===== src/rtl/qfr_pkg.sv =====
// Shared types, widths and arithmetic step functions for the rotation
// matrix to quaternion converter. No dependencies.
`timescale 1ns / 1ps

package qfr_pkg;

  localparam int CompW      = 16;
  localparam int FracW      = CompW - 2;
  localparam int RadW       = CompW + 1;
  localparam int DW         = CompW + 2;
  localparam int MagW       = CompW + 1;
  localparam int RW         = 2 * CompW;
  localparam int SqW        = CompW;
  localparam int NumW       = 2 * CompW - 1;
  localparam int DenW       = CompW + 1;
  localparam int DvW        = 2 * CompW;
  localparam int QW         = CompW - 1;
  localparam int SqPerStage = 2;
  localparam int SqStages   = (SqW + SqPerStage - 1) / SqPerStage;
  localparam int DvPerStage = 3;
  localparam int DvStages   = (QW + DvPerStage - 1) / DvPerStage;

  localparam logic [CompW-1:0] CompMax = {1'b0, {(CompW-1){1'b1}}};
  localparam logic [CompW-1:0] CompMin = {1'b1, {(CompW-1){1'b0}}};

  typedef logic [8:0][CompW-1:0] mat_t;

  typedef struct packed {
    logic [3:0][DW-1:0] d;
    logic [1:0]         main;
    logic               degen;
  } side_t;

  typedef struct packed {
    logic [RadW-1:0] rad;
    side_t           side;
  } fr_t;

  typedef struct packed {
    logic [SqW-1:0] s;
    side_t          side;
  } rt_t;

  typedef struct packed {
    logic [RW-1:0] op;
    logic [RW-1:0] res;
  } sq_t;

  typedef struct packed {
    logic [DvW-1:0] rem;
    logic [QW-1:0]  q;
  } dv_t;

  typedef struct packed {
    logic [DenW-1:0] den;
    logic [SqW-1:0]  s;
    logic [3:0]      ovf;
    logic [3:0]      neg;
    logic [1:0]      main;
    logic            degen;
  } qc_t;

  function automatic logic [1:0] succ(input logic [1:0] i);
    logic [1:0] r;
    case (i)
      2'd0:    r = 2'd1;
      2'd1:    r = 2'd2;
      default: r = 2'd0;
    endcase
    return r;
  endfunction

  // One iteration of the bit-pair square root; t selects the bit pair.
  function automatic sq_t sq_step(input sq_t a, input int t);
    sq_t           r;
    logic [RW-1:0] bitv;
    logic [RW-1:0] trial;
    r     = a;
    bitv  = RW'(1) << (2 * t);
    trial = a.res + bitv;
    if (a.op >= trial) begin
      r.op  = a.op - trial;
      r.res = (a.res >> 1) + bitv;
    end else begin
      r.res = a.res >> 1;
    end
    return r;
  endfunction

  // One restoring division step for quotient bit b.
  function automatic dv_t dv_step(input dv_t a, input logic [DenW-1:0] den, input int b);
    dv_t            r;
    logic [DvW-1:0] sh;
    r  = a;
    sh = DvW'(den) << b;
    if (a.rem >= sh) begin
      r.rem  = a.rem - sh;
      r.q[b] = 1'b1;
    end
    return r;
  endfunction

endpackage


===== src/rtl/qfr_quot.sv =====
// Reciprocal scaling: four pipelined restoring dividers, rounding, sign,
// saturation and the final result register. Depends on qfr_pkg.
`timescale 1ns / 1ps

module qfr_quot (
  input  logic                         clk_i,
  input  logic                         rst_ni,
  input  logic                         en_i,
  input  logic                         valid_i,
  input  qfr_pkg::rt_t                 data_i,
  output logic                         valid_o,
  output logic [3:0][qfr_pkg::CompW-1:0] quat_o,
  output logic                         degen_o
);
  import qfr_pkg::*;

  dv_t  dv_d  [DvStages+1][4];
  dv_t  dv_q  [DvStages+1][4];
  qc_t  qc_d;
  qc_t  qc_q  [DvStages+1];
  logic vld_q [DvStages+1];
  logic [3:0][CompW-1:0] quat_d, quat_q;
  logic                  out_vld_q, degen_q;

  always_comb begin
    logic signed [DW-1:0] dv;
    logic [DW-1:0]        mag;
    logic [NumW-1:0]      num;
    dv_t                  a;
    int                   b;
    qc_d.s     = data_i.s;
    qc_d.den   = {data_i.s, 1'b0};
    qc_d.main  = data_i.side.main;
    qc_d.degen = data_i.side.degen;
    for (int c = 0; c < 4; c++) begin
      dv  = signed'(data_i.side.d[c]);
      mag = (dv < 0) ? DW'(-dv) : DW'(dv);
      num = {mag[MagW-1:0], {FracW{1'b0}}} + NumW'(data_i.s);
      qc_d.neg[c]    = dv < 0;
      qc_d.ovf[c]    = DvW'(num) >= (DvW'(qc_d.den) << (CompW - 1));
      dv_d[0][c].rem = DvW'(num);
      dv_d[0][c].q   = '0;
    end
    for (int st = 1; st <= DvStages; st++) begin
      for (int c = 0; c < 4; c++) begin
        a = dv_q[st-1][c];
        for (int n = 0; n < DvPerStage; n++) begin
          b = QW - 1 - (st - 1) * DvPerStage - n;
          if (b >= 0) a = dv_step(a, qc_q[st-1].den, b);
        end
        dv_d[st][c] = a;
      end
    end
  end

  always_comb begin
    qc_t f;
    f = qc_q[DvStages];
    for (int c = 0; c < 4; c++) begin
      if (f.degen) begin
        quat_d[c] = '0;
      end else if (f.main == 2'(c)) begin
        quat_d[c] = CompW'(f.s >> 1);
      end else if (f.ovf[c]) begin
        // Quotient reached the top of the range: clamp by sign.
        quat_d[c] = f.neg[c] ? CompMin : CompMax;
      end else if (f.neg[c]) begin
        quat_d[c] = CompW'(0) - {1'b0, dv_q[DvStages][c].q};
      end else begin
        quat_d[c] = {1'b0, dv_q[DvStages][c].q};
      end
    end
  end

  always_ff @(posedge clk_i or negedge rst_ni) begin
    if (!rst_ni) begin
      for (int st = 0; st <= DvStages; st++) vld_q[st] <= 1'b0;
      out_vld_q <= 1'b0;
    end else if (en_i) begin
      vld_q[0] <= valid_i;
      for (int st = 1; st <= DvStages; st++) vld_q[st] <= vld_q[st-1];
      out_vld_q <= vld_q[DvStages];
    end
  end

  always_ff @(posedge clk_i) begin
    if (en_i) begin
      qc_q[0] <= qc_d;
      for (int st = 1; st <= DvStages; st++) qc_q[st] <= qc_q[st-1];
      for (int st = 0; st <= DvStages; st++) begin
        for (int c = 0; c < 4; c++) dv_q[st][c] <= dv_d[st][c];
      end
      quat_q  <= quat_d;
      degen_q <= qc_q[DvStages].degen;
    end
  end

  assign valid_o = out_vld_q;
  assign quat_o  = quat_q;
  assign degen_o = degen_q;

endmodule


===== config.mk =====
export PLATFORM = sky130hd
export DESIGN_NAME = qfr_quot
export DESIGN_NICKNAME = d
export VERILOG_FILES = /design/src/rtl/qfr_pkg.sv /design/src/rtl/qfr_quot.sv
export SDC_FILE = /design/constraint.sdc
export NUM_CORES = 2
export LEC_CHECK = 0
export BUFFER_PORTS_ARGS = -buffer_cell sky130_fd_sc_hd__buf_2
export CORE_ASPECT_RATIO = 1.2
export CORE_MARGIN = 2
export CORE_UTILIZATION = 45
export CTS_CLUSTER_SIZE = 8
export DETAILED_ROUTE_END_ITERATION = 7
export PLACE_DENSITY_LB_ADDON = 0.12
export SLEW_MARGIN = 40
export SYNTH_ARGS = -nofsm -noshare
export SYNTH_HDL_FRONTEND = slang
export SYNTH_SLANG_ARGS = --single-unit

===== constraint.sdc =====
create_clock -name clk_i -period 23 [get_ports clk_i]
set_input_delay 2.3 -clock clk_i [delete_from_list [all_inputs] [get_ports clk_i]]
set_output_delay 2.3 -clock clk_i [all_outputs]
set_load 0.03 [all_outputs]

Yosys cells after proc, flatten, opt, wreduce, memory -nomap -nowiden. Memory sizes are Yosys's and may differ from the RTL's. Index checks and enable logic that the tools add are counted.

$add $sub $neg: 72. Order comparisons: 68. Eq/ne operators: 3. Muxes and demuxes: 138. Reduce and logical (&&, ||, !) cells: 5.

Operators by type and width (count): $mux W32 (56); $mux W16 (12); $mux W33 (4); $ge A31 B32 Y1 (4); $ge A32 B17 Y1 (4); $ge A32 B18 Y1 (4); $ge A32 B19 Y1 (4); $ge A32 B20 Y1 (4); $ge A32 B21 Y1 (4); $ge A32 B22 Y1 (4); $ge A32 B23 Y1 (4); $ge A32 B24 Y1 (4); $ge A32 B25 Y1 (4); $ge A32 B26 Y1 (4); $ge A32 B27 Y1 (4); $ge A32 B28 Y1 (4); $ge A32 B29 Y1 (4); $ge A32 B30 Y1 (4); $ge A32 B31 Y1 (4); $sub A32 B17 Y32 (4); $sub A32 B18 Y32 (4); $sub A32 B19 Y32 (4); $sub A32 B20 Y32 (4); $sub A32 B21 Y32 (4); other kinds (21) (130).

Register bits: 72. Memory bits (writable): 1392. Input bits: 95. Output and inout port bits: 66. Word-level logic and storage cells: 304. Memories kept: 2.

Memories: dv_q (words 6, width 188, read ports 6, clocked after memory_dff 0, write ports 6, RTL line qfr_quot.sv:18) `dv_t dv_q [DvStages+1][4];`; qc_q (words 6, width 44, read ports 6, clocked after memory_dff 0, write ports 6, RTL line qfr_quot.sv:20) `qc_t qc_q [DvStages+1];`.

Depth between registers and ports, before layout. An unclocked memory read counts as a cell.

Word-level depth: 7. Depth in mapped cells: 47. Gate-level depth less buffers: 43.

Worst setup path after synthesis. Ideal clock, no wire load.

Path kind: register to register. From: mem qc_q[0][29] (netlist bit). To: mem dv_q[1][83] (netlist bit), data pin. Library setup time: 0.260 ns. Data arrival time: 9.978 ns. Required time: 22.740 ns. Setup slack: 12.763 ns. Stages on the path, launching flop included: 45. Path buffers: 4. Clock period less this slack: 10.237 ns. Cell sequence: edfxtp_1 > inv_1 > ha_1 > nor2b_1 > o21ai_0 > a21oi_1 > o31ai_1 > a21boi_0 > o21ai_0 > a21oi_1 > a21oi_1 > mux2_2 > ha_1 > nor2b_1 > o21ai_0 > a21boi_0 > o21ai_0 > a21oi_1 > [... 9 more ...] > inv_1 > ha_1 > nor2b_1 > o21ai_0 > a21boi_0 > o21ai_0 > a21boi_0 > o21ai_0 > a21oi_1 > o311a_1 > nand3_1 > a21boi_0 > o31ai_1 > o21ai_0 > or4_1 > clkbuf_1 > buf_1 > mux2_2.

RTL lines (RTL line): start: declaration (qfr_quot.sv:20); end: declaration (qfr_quot.sv:18).

==> results.py <==
metrics = {
    "timing": {
        "slew_viol_final": 0,
        "relSlewSlack": 0.344,
        "rsz0062_at_grt": "no",
        "finalSetupViolCount": 0,
        "min_period_over_period": 0.550,
        "finalSetupTns_ps": 0,
        "setup_ws_ps": 10350,
        "hold_violations": 0,
        "fin_worst_skew_ps": 76.0,
        "min_period_ps": 12650,
        "tightest_slew_ps": 976,
        "fmax_mhz": 79.0,
    },
    "routing": {
        "dr.first_iter.drc_count": 6557,
        "drcViolationCount": 0,
        "vias_per_cell": 6.05,
        "drt_first_pass_iters": 6,
        "routedWlPerCell_um": 23.0,
        "num_vias": 85700,
        "routed_wl_um": 326000,
        "antenna_left": 0,
    },
    "cts": {
        "post_cts_buffers": 0,
        "cts_resized": 0,
        "cts_tree": "done",
        "cts_max_level": 4,
        "numCtsBuffers": 130,
        "clockBufferDepth": 3,
        "clkSinkCount": 857,
        "cts_root_buf": "clkbuf_16",
        "clk_pin_slew_ps": 50,
        "clk_latency_ps": 820,
        "ctsHoldBuffers": 0,
    },
    "floorplanning": {
        "die_y_um": 506,
        "start_util": 0.451,
        "rows": 184,
        "ios": 161,
        "fp.dieArea_um2": 213000,
        "die_w_um": 422,
        "core_area_um2": 209000,
    },
    "global_route": {
        "grt_start_max_net_pins": 150,
        "overflow": 0,
        "antenna_found_initial": 9,
        "grt_pass1_vias": 82400,
        "grt_pass1_wl_um": 490000,
        "track_usage": 0.296,
    },
    "logic_synthesis": {
        "syn_nets": 12300,
        "synth_top_cell_by_area": "edfxtp_1",
        "yosysTopAreaCellShare": 0.270,
        "syn_area_per_cell_um2": 8.46,
        "async_flop_share": 0.00817,
        "synthTopCellsByArea": "edfxtp_1 (27%), ha_1 (13%), xnor2_1 (5.6%)",
        "seq_area_frac_synth": 0.272,
        "netlist_instances": 11200,
        "synth_cell_types": 105,
        "ys_ff_latch": 857,
        "synth_edf_count": 850,
        "synth_flop_cell": "edfxtp_1",
        "syn_area_um2": 94400,
        "ys_warn_count": 0,
    },
    "placed_design": {
        "dp.final_hpwl_um": 263000,
        "port-buffer-count": 160,
        "place_congestion": 0.985,
        "placement.cell_area_um2": 99000,
        "dp_slack_ps": 10590,
    },
    "final_layout": {
        "drive_above_1_share": 0.0757,
        "fill_cells": 20300,
        "fin_area_um2": 103000,
        "final_cell_mix": "nand2_1 (1030), ha_1 (998), a21oi_1 (962)",
        "nets": 12500,
        "layout_commonest_cell": "nand2_1",
        "area_delta_synth_final_pct": 9.02,
        "fin_util": 0.492,
    },
    "setup_path": {
        "max_stage_delay_ps": 640,
        "r2r-start": "dv_q[1][168]$_DFFE_PP_",
        "cp_max_fo": 24,
        "r2r_setup_slack_ps": 10350,
        "cp-startpoint": "dv_q[1][168]$_DFFE_PP_",
        "cpLargestDelayFamily": "compound AO/OA/AOI/OAI gates",
        "required_ps": 23520,
        "crit_path_top_delay_cell": "and2_1",
        "reg2regPathDepth": 43,
        "r2r-end": "dv_q[2][128]$_DFFE_PP_",
        "crit_buf_inv": 7,
        "crit_type": "flip-flop to flip-flop",
        "cpMostUsedCell": "a21oi_1",
        "cp_data_arrival_time_ps": 13170,
        "cp-start-kind": "flip-flop",
        "critPathCaptureType": "flip-flop",
    },
    "run_status": {
        "status": "finished clean",
    },
    "min_path": {
        "hold_start": "qc_q[2][9]$_DFFE_PP_",
        "hold_depth": 0,
        "min_to": "qc_q[3][9]$_DFFE_PP_",
        "hold_class": "flip-flop to flip-flop",
    },
    "run": {
        "maxCapViolations": 0,
    },
}
[kinds of logic after synthesis]
| kind of cell | Yosys count | share of synthesized area |
|---|---|---|
| AND/OR/NAND/NOR | 3716 | 0.193 |
| flip-flops | 857 | 0.272 |
| AO/OA/AOI/OAI | 3436 | 0.231 |
| XOR/XNOR | 986 | 0.0915 |
| buffers and inverters | 799 | 0.0322 |
| adder cells (fa/ha/maj) | 1058 | 0.145 |
| multiplexers | 301 | 0.0351 |
[state kept, by name, indices dropped and copies added (netlist names)]
| register | cells |
|---|---|
| qc_q | 141 |
| quat_o | 64 |
| degen_o | 1 |
| dv_q | 644 |
| valid_o | 1 |
| vld_q | 6 |
[synth_stat cells (26+ instances only)]
cell and number:
o21bai_1 107, clkbuf_1 223, nand3_1 210, nor4_1 113, or4_1 58, mux2_2 228
and3_1 70, nor3_1 284, o21ai_0 847, nand4_1 180, o31a_1 43, a31oi_1 90
xnor2_1 604, o221ai_1 38, a21o_1 379, nand2b_1 186, and4_1 30, fa_1 60
nor3b_1 26, a211o_1 38, or2_2 56, or3_1 123, edfxtp_1 850, nand3b_1 27
nand2_1 1030, a2111oi_0 29, and2_1 71, o41ai_1 43, nor2_1 949, ha_1 998
inv_1 516, a21boi_0 99, o21a_1 162, a31o_2 27, nand4b_1 30, o31ai_1 131
a21oi_1 962, xor2_1 382, mux2i_1 70, o211ai_1 69, nor2b_1 198, a211oi_1 116
[through the flow]
stage | instances | hold slack [ps]
floorplan | 11200 | 400
global placement | 14000 | 401
finish | 14200 | 389
global route | 14200 | 380
CTS | 14200 | 381
detailed placement | 14000 | 405
[how the worst max path moves through the flow]
| stage | slack (ps) | end | cells after the start |
|---|---|---|---|
| after detailed placement | 10590 | dv_q[2][128]$_DFFE_PP_ | 43 |
| final | 10350 | dv_q[2][128]$_DFFE_PP_ | 43 |
| after floorplan | 12760 | dv_q[1][83]$_DFFE_PP_ | 44 |
| after CTS | 10530 | dv_q[2][128]$_DFFE_PP_ | 43 |
| after global placement | 10650 | dv_q[2][131]$_DFFE_PP_ | 41 |
| after global routing | 9570 | dv_q[2][131]$_DFFE_PP_ | 43 |
[per-layer routing]
layer | vias to the layer above | part of all wire | wire, µm | global-route usage
li1 | 42000 | - | - | -
met1 | 40400 | 0.39 | 126000 | 0.334
met2 | 2522 | 0.48 | 158000 | 0.517
met3 | 816 | 0.043 | 14000 | 0.0317
met4 | 2 | 0.087 | 28300 | 0.220
met5 | - | 0.000043 | 14 | 0
[area by class of cell]
cell class | count | area [µm²] | area share
diodes | 15 | 37.5 | 0.000365
clock buffers | 152 | 3360 | 0.0326
clock inverters | 26 | 440 | 0.00428
inverters | 534 | 2000 | 0.0195
multi-input cells | 9497 | 65800 | 0.640
flip-flops and latches | 857 | 25700 | 0.250
well taps | 2790 | 3490 | 0.0339
repair buffers | 311 | 2040 | 0.0198
Power is not shown: default switching activity piles up to over one toggle a cycle in this logic, so the estimate is an artifact.
