[config.mk]
export PLATFORM = sky130hd
export DESIGN_NAME = qfr_root
export DESIGN_NICKNAME = d
export VERILOG_FILES = /design/src/rtl/qfr_pkg.sv /design/src/rtl/qfr_root.sv
export SDC_FILE = /design/constraint.sdc
export NUM_CORES = 1
export LEC_CHECK = 0
export CELL_PAD_IN_SITES_DETAIL_PLACEMENT = 1
export CELL_PAD_IN_SITES_GLOBAL_PLACEMENT = 1
export CORE_MARGIN = 5
export CORE_UTILIZATION = 47
export DETAILED_ROUTE_END_ITERATION = 7
export DONT_BUFFER_PORTS = 1
export PLACE_DENSITY_LB_ADDON = 0.3
export SYNTH_ARGS = -nofsm -noshare
export SYNTH_HDL_FRONTEND = slang
export SYNTH_SLANG_ARGS = --single-unit
export TNS_END_PERCENT = 1
[constraint.sdc]
create_clock -name clk_i -period 12.4 [get_ports clk_i]
set_clock_uncertainty 0.2 [all_clocks]
set_input_delay 0 -clock clk_i [delete_from_list [all_inputs] [get_ports clk_i]]
set_output_delay 0 -clock clk_i [all_outputs]
set_load 0.005 [all_outputs]
[src/rtl/qfr_pkg.sv]
// Shared types, widths and arithmetic step functions for the rotation
// matrix to quaternion converter. No dependencies.
`timescale 1ns / 1ps

package qfr_pkg;

  localparam int CompW      = 16;
  localparam int FracW      = CompW - 2;
  localparam int RadW       = CompW + 1;
  localparam int DW         = CompW + 2;
  localparam int MagW       = CompW + 1;
  localparam int RW         = 2 * CompW;
  localparam int SqW        = CompW;
  localparam int NumW       = 2 * CompW - 1;
  localparam int DenW       = CompW + 1;
  localparam int DvW        = 2 * CompW;
  localparam int QW         = CompW - 1;
  localparam int SqPerStage = 2;
  localparam int SqStages   = (SqW + SqPerStage - 1) / SqPerStage;
  localparam int DvPerStage = 3;
  localparam int DvStages   = (QW + DvPerStage - 1) / DvPerStage;

  localparam logic [CompW-1:0] CompMax = {1'b0, {(CompW-1){1'b1}}};
  localparam logic [CompW-1:0] CompMin = {1'b1, {(CompW-1){1'b0}}};

  typedef logic [8:0][CompW-1:0] mat_t;

  typedef struct packed {
    logic [3:0][DW-1:0] d;
    logic [1:0]         main;
    logic               degen;
  } side_t;

  typedef struct packed {
    logic [RadW-1:0] rad;
    side_t           side;
  } fr_t;

  typedef struct packed {
    logic [SqW-1:0] s;
    side_t          side;
  } rt_t;

  typedef struct packed {
    logic [RW-1:0] op;
    logic [RW-1:0] res;
  } sq_t;

  typedef struct packed {
    logic [DvW-1:0] rem;
    logic [QW-1:0]  q;
  } dv_t;

  typedef struct packed {
    logic [DenW-1:0] den;
    logic [SqW-1:0]  s;
    logic [3:0]      ovf;
    logic [3:0]      neg;
    logic [1:0]      main;
    logic            degen;
  } qc_t;

  function automatic logic [1:0] succ(input logic [1:0] i);
    logic [1:0] r;
    case (i)
      2'd0:    r = 2'd1;
      2'd1:    r = 2'd2;
      default: r = 2'd0;
    endcase
    return r;
  endfunction

  // One iteration of the bit-pair square root; t selects the bit pair.
  function automatic sq_t sq_step(input sq_t a, input int t);
    sq_t           r;
    logic [RW-1:0] bitv;
    logic [RW-1:0] trial;
    r     = a;
    bitv  = RW'(1) << (2 * t);
    trial = a.res + bitv;
    if (a.op >= trial) begin
      r.op  = a.op - trial;
      r.res = (a.res >> 1) + bitv;
    end else begin
      r.res = a.res >> 1;
    end
    return r;
  endfunction

  // One restoring division step for quotient bit b.
  function automatic dv_t dv_step(input dv_t a, input logic [DenW-1:0] den, input int b);
    dv_t            r;
    logic [DvW-1:0] sh;
    r  = a;
    sh = DvW'(den) << b;
    if (a.rem >= sh) begin
      r.rem  = a.rem - sh;
      r.q[b] = 1'b1;
    end
    return r;
  endfunction

endpackage

[src/rtl/qfr_root.sv]
// Pipelined integer square root, two result bits per stage, with the
// component data carried alongside. Depends on qfr_pkg.
`timescale 1ns / 1ps

module qfr_root (
  input  logic          clk_i,
  input  logic          rst_ni,
  input  logic          en_i,
  input  logic          valid_i,
  input  qfr_pkg::fr_t  data_i,
  output logic          valid_o,
  output qfr_pkg::rt_t  data_o
);
  import qfr_pkg::*;

  sq_t   sq_d   [SqStages];
  sq_t   sq_q   [SqStages];
  side_t side_q [SqStages];
  logic  vld_q  [SqStages];

  always_comb begin
    sq_t a;
    int  t;
    for (int st = 0; st < SqStages; st++) begin
      if (st == 0) begin
        a.op  = RW'(data_i.rad) << FracW;
        a.res = '0;
      end else begin
        a = sq_q[st-1];
      end
      for (int n = 0; n < SqPerStage; n++) begin
        t = SqW - 1 - st * SqPerStage - n;
        if (t >= 0) a = sq_step(a, t);
      end
      sq_d[st] = a;
    end
  end

  always_ff @(posedge clk_i or negedge rst_ni) begin
    if (!rst_ni) begin
      for (int st = 0; st < SqStages; st++) vld_q[st] <= 1'b0;
    end else if (en_i) begin
      vld_q[0] <= valid_i;
      for (int st = 1; st < SqStages; st++) vld_q[st] <= vld_q[st-1];
    end
  end

  always_ff @(posedge clk_i) begin
    if (en_i) begin
      side_q[0] <= data_i.side;
      for (int st = 1; st < SqStages; st++) side_q[st] <= side_q[st-1];
      for (int st = 0; st < SqStages; st++) sq_q[st] <= sq_d[st];
    end
  end

  assign valid_o     = vld_q[SqStages-1];
  assign data_o.s    = sq_q[SqStages-1].res[SqW-1:0];
  assign data_o.side = side_q[SqStages-1];

endmodule

# Word level (Yosys, flattened, before mapping)
# Memories as Yosys holds them, arrays and structs flattened.
# Index checks and enable logic that the tools add are counted.
classes:
  add_sub_neg: 46
  mul: 0
  n_div: 0
  n_lt_le_gt_ge: 16
  n_eq_ne: 0
  shifts: 0
  n_mux: 34
  bitwise_logic: 0
  n_reduce_logical: 0
op_table:
  columns: ["cell", "count"]
  rows:
  - ["$mux 32", 31]
  - ["$ge 32x32->1", 15]
  - ["$sub 32x32->32", 15]
  - ["$add 31x1->32 const B", 1]
  - ["$add 31x11->32 const B", 1]
  - ["$add 31x13->32 const B", 1]
  - ["$add 31x15->32 const B", 1]
  - ["$add 31x17->32 const B", 1]
  - ["$add 31x19->32 const B", 1]
  - ["$add 31x21->32 const B", 1]
  - ["$add 31x23->32 const B", 1]
  - ["$add 31x25->32 const B", 1]
  - ["$add 31x27->32 const B", 1]
  - ["$add 31x29->32 const B", 1]
  - ["$add 31x3->32 const B", 1]
  - ["$add 31x5->32 const B", 1]
  - ["$add 31x7->32 const B", 1]
  - ["$add 31x9->32 const B", 1]
  - ["$add 32x1->32 const B", 1]
  - ["$add 32x11->32 const B", 1]
  - ["$add 32x13->32 const B", 1]
  - ["$add 32x15->32 const B", 1]
  - ["$add 32x17->32 const B", 1]
  - ["$add 32x19->32 const B", 1]
  - ["other kinds (13)", 14]
totals:
  ff_bits: 8
  latch_bits: 0
  ram_bits: 1112
  mem_bits_ro: 0
  in_bits: 96
  out_inout_bits: 92
  wordCells: 106
  memories: 2
mem_list:
  columns: ["name", "words", "word_bits", "read_ports", "rd_clocked_by_memory_dff", "write_ports", "line", "rtl"]
  rows:
  - ["side_q", 8, 75, 8, 0, 8, "qfr_root.sv:18", "side_t side_q [SqStages];"]
  - ["sq_q", 8, 64, 8, 0, 8, "qfr_root.sv:17", "sq_t sq_q [SqStages];"]

# Longest topological paths before layout
# Gate-level depths: netlist (run 1).
# An unclocked memory read counts as a cell.
depth:
  word_depth: 7
  depth_mapped: 23
  depth_no_buf: 20

# Worst setup path before layout (run 1)
# No wires, ideal clock.
synth_path:
  kind: "register to register"
  from: "memory sq_q[1][104] (netlist name)"
  to: "memory sq_q[1][175] (netlist name), data pin"
  setup_ns: 0.260
  arrival_ns: 5.320
  required_time_ns: 11.940
  slack_ns: 6.620
  path_stages_with_launch: 23
  path_buffers: 3
  period_less_slack_ns: 5.780
  cell_sequence: "edfxtp_1 -> ha_1 -> fa_1 -> a211oi_1 -> nor4_1 -> or2_1 -> clkbuf_1 -> nor4_2 -> clkbuf_1 -> inv_1 -> nand2_1 -> nand2_1 -> ha_1 -> a211oi_1 -> or2_2 -> o211ai_1 -> o31ai_1 -> o2111ai_1 -> nor3_2 -> nand4_1 -> nor2_4 -> buf_4 -> mux2_2"
synth_rtl:
  columns: ["element", "line"]
  rows:
  - ["start, declared", "qfr_root.sv:17"]

==> results of run 1 <==
[cells by family after synthesis]
family	after synthesis
flip-flops	821
AND/OR/NAND/NOR	528
AO/OA/AOI/OAI	380
buffers and inverters	226
adder cells (fa/ha/maj)	139
XOR/XNOR	122
multiplexers	58
[cell usage in the layout, fill, tap and decap left out, drive strengths merged, types with 22 or more instances in the layout]
| master | netlist | routed |
|---|---|---|
| nor2 | 153 | 153 |
| edfxtp | 813 | 813 |
| o21ai | 79 | 79 |
| nor4 | 23 | 23 |
| mux2 | 43 | 43 |
| nand2 | 117 | 117 |
| xor2 | 44 | 44 |
| a21oi | 113 | 113 |
| inv | 106 | 107 |
| ha | 135 | 135 |
| a21o | 30 | 30 |
| o21a | 23 | 23 |
| nand4 | 22 | 22 |
| dlygate4sd3 | 0 | 205 |
| clkbuf | 18 | 103 |
| clkinv | 2 | 50 |
| xnor2 | 78 | 78 |
| nand3 | 37 | 37 |
| nor3 | 38 | 38 |
[registers in the layout, indices dropped and copies added (netlist names)]
| signal | flops |
|---|---|
| side_q | 600 |
| sq_q | 213 |
| valid_o | 1 |
| vld_q | 7 |
[where the power goes]
group	total (mW)	internal, mW	leakage [nW]	switching, mW
Combinational	1.69	0.749	5.08	0.943
Clock	2.36	1.30	1.27	1.06
Sequential	3.65	3.45	7.95	0.199
[metrics by stage]
step	setup WS [ns]	instance area (sq um)
after floorplan	6.62	34500
after CTS	5.31	39600
after global placement	5.72	34900
final	5.47	39600
after global routing	5.02	39600
after detailed placement	5.38	34900
[synthesized netlist by cell type (35+ instances only)]
| cell | count | area share |
|---|---|---|
| mux2_2 | 38 | 0.012 |
| edfxtp_1 | 813 | 0.71 |
| nand3_1 | 37 | 0.0054 |
| buf_4 | 93 | 0.020 |
| nor2_1 | 152 | 0.017 |
| inv_1 | 104 | 0.011 |
| o21ai_0 | 77 | 0.011 |
| xnor2_1 | 78 | 0.020 |
| ha_1 | 135 | 0.049 |
| nand2_1 | 117 | 0.013 |
| nor3_1 | 35 | 0.0051 |
| a21oi_1 | 113 | 0.016 |
| xor2_1 | 44 | 0.011 |
[metal layers]
layer	global-route usage	share of wire	vias up
li1	-	-	8901
met1	0.206	0.40	9201
met2	0.338	0.54	305
met3	0.0336	0.035	132
met4	0.0570	0.030	0
met5	0	0	-
[repair_timing]
| item | in CTS | in global routing |
|---|---|---|
| gates resized for setup | 0 | 0 |
| endpoints found under the hold margin | 924 | 810 |
| setup endpoints to repair | 0 | 0 |
[worst paths after layout]
check,startpoint,to
min in group asynchronous,rst_ni,vld_q[5]
min reg2reg,side_q[1][10],side_q[1][85]
max,sq_q[1][104],sq_q[1][175]
min,en_i,sq_q[0][127]
max in group asynchronous,rst_ni,vld_q[1]
max reg2reg,sq_q[1][104],sq_q[1][175]
[critical path: stages (launching register included)]
cell       delay, ns
edfxtp_1        0.47
ha_1            0.27
fa_1            0.46
a211oi_1        0.39
nor4_1          0.18
or2_1           0.35
nor4_2          0.23
buf_4           0.27
inv_1           0.19
nand2_1         0.12
nand2_1         0.08
ha_1            0.30
a211oi_1        0.30
or2_2           0.19
o211ai_1        0.17
o31ai_1         0.49
o2111ai_1       0.26
nor3_2          0.39
nand4_1         0.40
nor2_4          0.53
mux2_2          0.40
[area by class of cell]
type,instances,share of cell area
clock buffers,103,0.0554
diodes,1,0.0000632
repair buffers,208,0.0524
flip-flops and latches,821,0.622
multi-input cells,1227,0.219
clock inverters,52,0.0102
well taps,959,0.0303
inverters,108,0.0106
==> flow_summary_export.csv, run 1 <==
group,metric,value,unit
power,power_leakage,14.3,nW
hold_path,whs_path_depth,0,
logic_synthesis,synth.mux.area_fraction,0.0189,
route,viasPerCell,5.33,
timing,fin_crit_sh,0.559,
cts,cts_buffer_depth,3,
global_routing,grt_pass1_wl,113,mm
floorplan,initial_core_util,0.473,
cells_and_area,multi_input_area,8680,sq um
route,vias,18500,
cells_and_area,fin_nets,2686,
cts,path_clk_slew,0.06,ns
logic_synthesis,ys_types,89,
hold_path,hold_path.class,"input port to register",
floorplan,ioPinCount,188,
logic_synthesis,synth-async-reset-ratio,0.00974,
floorplan,die_x,281,um
cts,cts_tree,"yes",
cells_and_area,layout.filler_cells,6816,
global_routing,grtUsageTotal,0.180,
timing,tightest_slew,2.66,ns
logic_synthesis,netlist_area,34500,sq um
outcome,violations,"hold timing, slew limit",
cts,root_buffer,"clkbuf_16",
floorplan,dieArea,79000,sq um
timing,setup_violations,0,
floorplan,die_y,281,um
logic_synthesis,synth_edf_count,813,
cells_and_area,stdcell_count,3479,
setup_path,rrSetupSlack,5.47,ns
timing,tns,0,ns
setup_path,worst-path-max-fanout,21,
cts,cts_setup_buffers,0,
setup_path,reg2regPathDepth,20,
global_routing,overflow,0,
logic_synthesis,synth_xor_area_frac,0.0310,
timing,rsz0062_at_grt,"false",
logic_synthesis,synth_compound_area_frac,0.0710,
logic_synthesis,synth_fp_nets,2509,
outcome,status,"complete, but fails checks",
route,route.final.wire_length,71.0,mm
timing,hold_slack,-0.638,ns
global_routing,grt_pass1_vias,20200,
placement,place.gp.congestion,0.857,
timing,finalHoldViolCount,41,
logic_synthesis,ys_ff_latch,821,
timing,slew_headroom,-0.774,
cts,clkSinkCount,821,
cts,htree_levels,3,
logic_synthesis,synthAdderAreaFrac,0.0512,
route,drt_iter0_markers,871,
logic_synthesis,synth.yosys.seq_area_share,0.713,
floorplan,design.core.area,73000,sq um
power,power.density,194,nW/um^2
cts,worstSkewPairLatency,0.65,ns
route,wl_per_cell,20.4,um
placement,dp.cells,3118,
logic_synthesis,synth_cells,2274,
power,power.total,7.70,mW
global_routing,antenna_found_initial,3,
timing,clock.fmax,0.144,GHz
route,drtPass1Iterations,5,
timing,finalCriticalPeriod,6.93,ns
timing,final-max-slew-violation-count,745,
cells_and_area,register_area,24600,sq um
setup_path,criticalPathCategory,"register to register",
setup_path,crit_arrival,7.07,ns
logic_synthesis,syn_avg_cell_area,15.2,sq um
floorplan,rows,99,
placement,io_buffers,0,
setup_path,required,12.55,ns
job,drv_cap,0,
logic_synthesis,yosys.area_share.simple,0.0792,
setup_path,endpoint_kind,"register",
logic_synthesis,yosysWarnings,0,
logic_synthesis,synth-main-ff-cell,"edfxtp_1",
setup_path,cp-start-kind,"register",
route,ant_nets,0,
cells_and_area,synthToLayoutAreaGrowth,14.7,%
cts,postCtsHoldBufs,205,
power,worst_ir_drop_vdd,0.118,mV
cells_and_area,drive_gt1_frac,0.0830,
cts,cts_buffers,85,
cells_and_area,final_core_util,0.543,
logic_synthesis,synth_top_family_by_area,"simple AND/OR/NAND/NOR gates",
global_routing,grt_max_degree,822,
route,drc,0,
placement,dpl.hpwl,45.6,mm
No activity file was read; power rests on OpenSTA's default activity.
==> run 2: changes to the inputs <==
- clock period: 12.4 -> 7.1 ns (I/O delays scaled with it)
==> flow_summary_export.csv, run 2 (same netlist as run 1, synthesis figures left out) <==
group,metric,value,unit
setup_path,worst-path-max-fanout,21,
cells_and_area,synthToLayoutAreaGrowth,15.5,%
global_routing,busiest_layer,"met2",
setup_path,crit_cells,22,
cts,clkSinkCount,821,
setup_path,required,7.25,ns
setup_path,crit_end,"sq_q[1][169]",
cts,cts_buffers,84,
hold_path,hold_path.class,"input port to asynchronous set/reset pin",
power,power_leakage,14.4,nW
cells_and_area,final_common_cell,"edfxtp_1",
power,switching_share,0.286,
outcome,violations,"slew limit",
route,drt_iter0_markers,897,
job,drv_cap,0,
power,power.density,346,nW/um^2
cells_and_area,multi_input_area,8680,sq um
setup_path,timing.rr.end,"sq_q[1][169]",
global_routing,grt_util_met3,0.0313,
timing,tns,0,ns
cells_and_area,fin_nets,2691,
cells_and_area,fin_area,39900,sq um
floorplan,rows,99,
global_routing,antenna_found_initial,3,
placement,placed_area,35000,sq um
floorplan,initial_core_util,0.473,
global_routing,overflow,0,
global_routing,grt_pass1_vias,20000,
timing,setup_violations,0,
placement,place.gp.congestion,0.857,
route,drtPass1Iterations,5,
floorplan,ioPinCount,188,
floorplan,dieArea,79000,sq um
setup_path,reg2regPathDepth,22,
setup_path,timing.rr.start,"sq_q[1][104]",
timing,tightest_slew,1.87,ns
cells_and_area,largest_register_ffs,600,
cts,root_buffer,"clkbuf_16",
setup_path,path_buf_inv,4,
placement,io_buffers,0,
power,power_frac_seq,0.461,
timing,final-max-slew-violation-count,279,
cells_and_area,regMostFlops,"side_q",
power,power_frac_clock,0.319,
cts,cts_buffer_depth,3,
global_routing,met1_usage,0.205,
placement,dp.cells,3122,
outcome,status,"complete, but fails checks",
setup_path,crit_path_cell_trace,"ha_1, fa_1, a211oi_1, nor4_1, or2_1, nor4_2, buf_4, inv_1, nand2_1, nand2_1, ha_1, a211oi_1, or2_2, o211ai_1, o31ai_1, o2111ai_1, nor3_2, buf_4, nand4_1, nor2_4, buf_12, mux2_2",
route,ant_nets,0,
cts,htree_levels,3,
timing,fin_crit_sh,0.915,
power,pwr-share-comb,0.220,
setup_path,max_stage_delay,0.49,ns
power,p_sw,3.94,mW
route,wl_per_cell,20.3,um
global_routing,grtUsageTotal,0.178,
timing,slew_headroom,-0.249,
setup_path,criticalPathCategory,"register to register",
power,worst_ir_drop_vdd,0.282,mV
setup_path,cpLargestDelayFamily,"simple AND/OR/NAND/NOR gates",
floorplan,die_y,281,um
route,vias,18400,
setup_path,cp-start-kind,"register",
global_routing,use_met2,0.335,
cts,ctsResizeCount,0,
timing,clock.fmax,0.154,GHz
route,drc,0,
setup_path,crit_arrival,6.65,ns
cells_and_area,register_area,24600,sq um
cells_and_area,final_core_util,0.546,
timing,finalHoldViolCount,0,
setup_path,endpoint_kind,"register",
cts,worstSkewPairLatency,0.64,ns
timing,finalCriticalPeriod,6.49,ns
setup_path,worstSetupStartpoint,"sq_q[1][104]",
setup_path,rrSetupSlack,0.61,ns
setup_path,slowest_stage,"o31ai_1",
cts,cts_tree,"yes",
floorplan,die_x,281,um
cells_and_area,drive_gt1_frac,0.0895,
route,route.final.wire_length,70.9,mm
cells_and_area,top_regs,"side_q (600), sq_q (213), vld_q (7)",
route,viasPerCell,5.29,
cells_and_area,stdcell_count,3487,
power,p_int,9.85,mW
global_routing,grt_max_degree,822,
cells_and_area,layout.filler_cells,6864,
cells_and_area,final_cell_mix,"813 x edfxtp_1, 202 x dlygate4sd3_1, 152 x nor2_1, 135 x ha_1, 117 x nand2_1",
global_routing,grt_pass1_wl,111,mm
placement,dpl.hpwl,44.6,mm
floorplan,design.core.area,73000,sq um
cts,path_clk_slew,0.06,ns
timing,rsz0062_at_grt,"false",
==> run 2: per-stage QoR <==
step	worst slack, ns	power [mW]	hold WS, ns
final	0.605	13.8	0.0843
after global routing	0.0213	14.6	0.107
after CTS	0.296	13.7	-0.590
after detailed placement	0.329	9.25	-0.495
after global placement	0.551	9.11	-0.495
after floorplan	1.32	8.55	-0.496
==> run 2: timing repair <==
item | CTS | global route
hold endpoints to repair | 924 | 7
setup endpoints to repair | 0 | 11
setup buffers | 0 | 2
hold buffers | 200 | 2
==> run 2: worst register-to-register path, delay by kind of cell (launching register included) <==
family	cells	cell delay, ns
compound gates	5	1.60
fa+ha+maj	3	1.01
buf+inv	4	0.78
flops	1	0.45
mux	1	0.35
simple gates	9	1.87
==> run 2: layout make-up <==
class / instances / area share
Clock inverter: 60 / 0.0143
Clock buffer: 95 / 0.0548
Inverter: 108 / 0.0105
Timing Repair Buffer: 214 / 0.0548
Tap cell: 959 / 0.0301
Sequential cell: 821 / 0.617
Antenna cell: 3 / 0.000188
Multi-Input combinational cell: 1227 / 0.218
==> run 2: power groups by stage <==
stage                     registers (mW)  clock network (mW)  logic (mW)
after detailed placement            6.44                   0        2.81
final                               6.36                4.41        3.03
after global routing                6.41                4.78        3.38
after global placement              6.41                   0        2.70
after CTS                           6.34                4.45        2.94
after floorplan                     6.26                   0        2.29
==> run 2: worst min-delay path by stage <==
stage,slack (ns),cells past startpoint,startpoint,end
6_report,0.08,2,rst_ni,valid_o
5_1_grt,0.11,2,rst_ni,vld_q[4]
4_1_cts,-0.59,0,en_i,sq_q[0][125]
3_5_place_dp,-0.50,0,rst_ni,valid_o
3_3_place_gp,-0.50,0,rst_ni,vld_q[7]
2_1_floorplan,-0.50,0,rst_ni,valid_o
==> run 2: routing by layer <==
layer,vias up,part of all wire
met5,-,0
met4,0,0.033
met3,120,0.034
met2,329,0.53
met1,9068,0.40
li1,8929,-
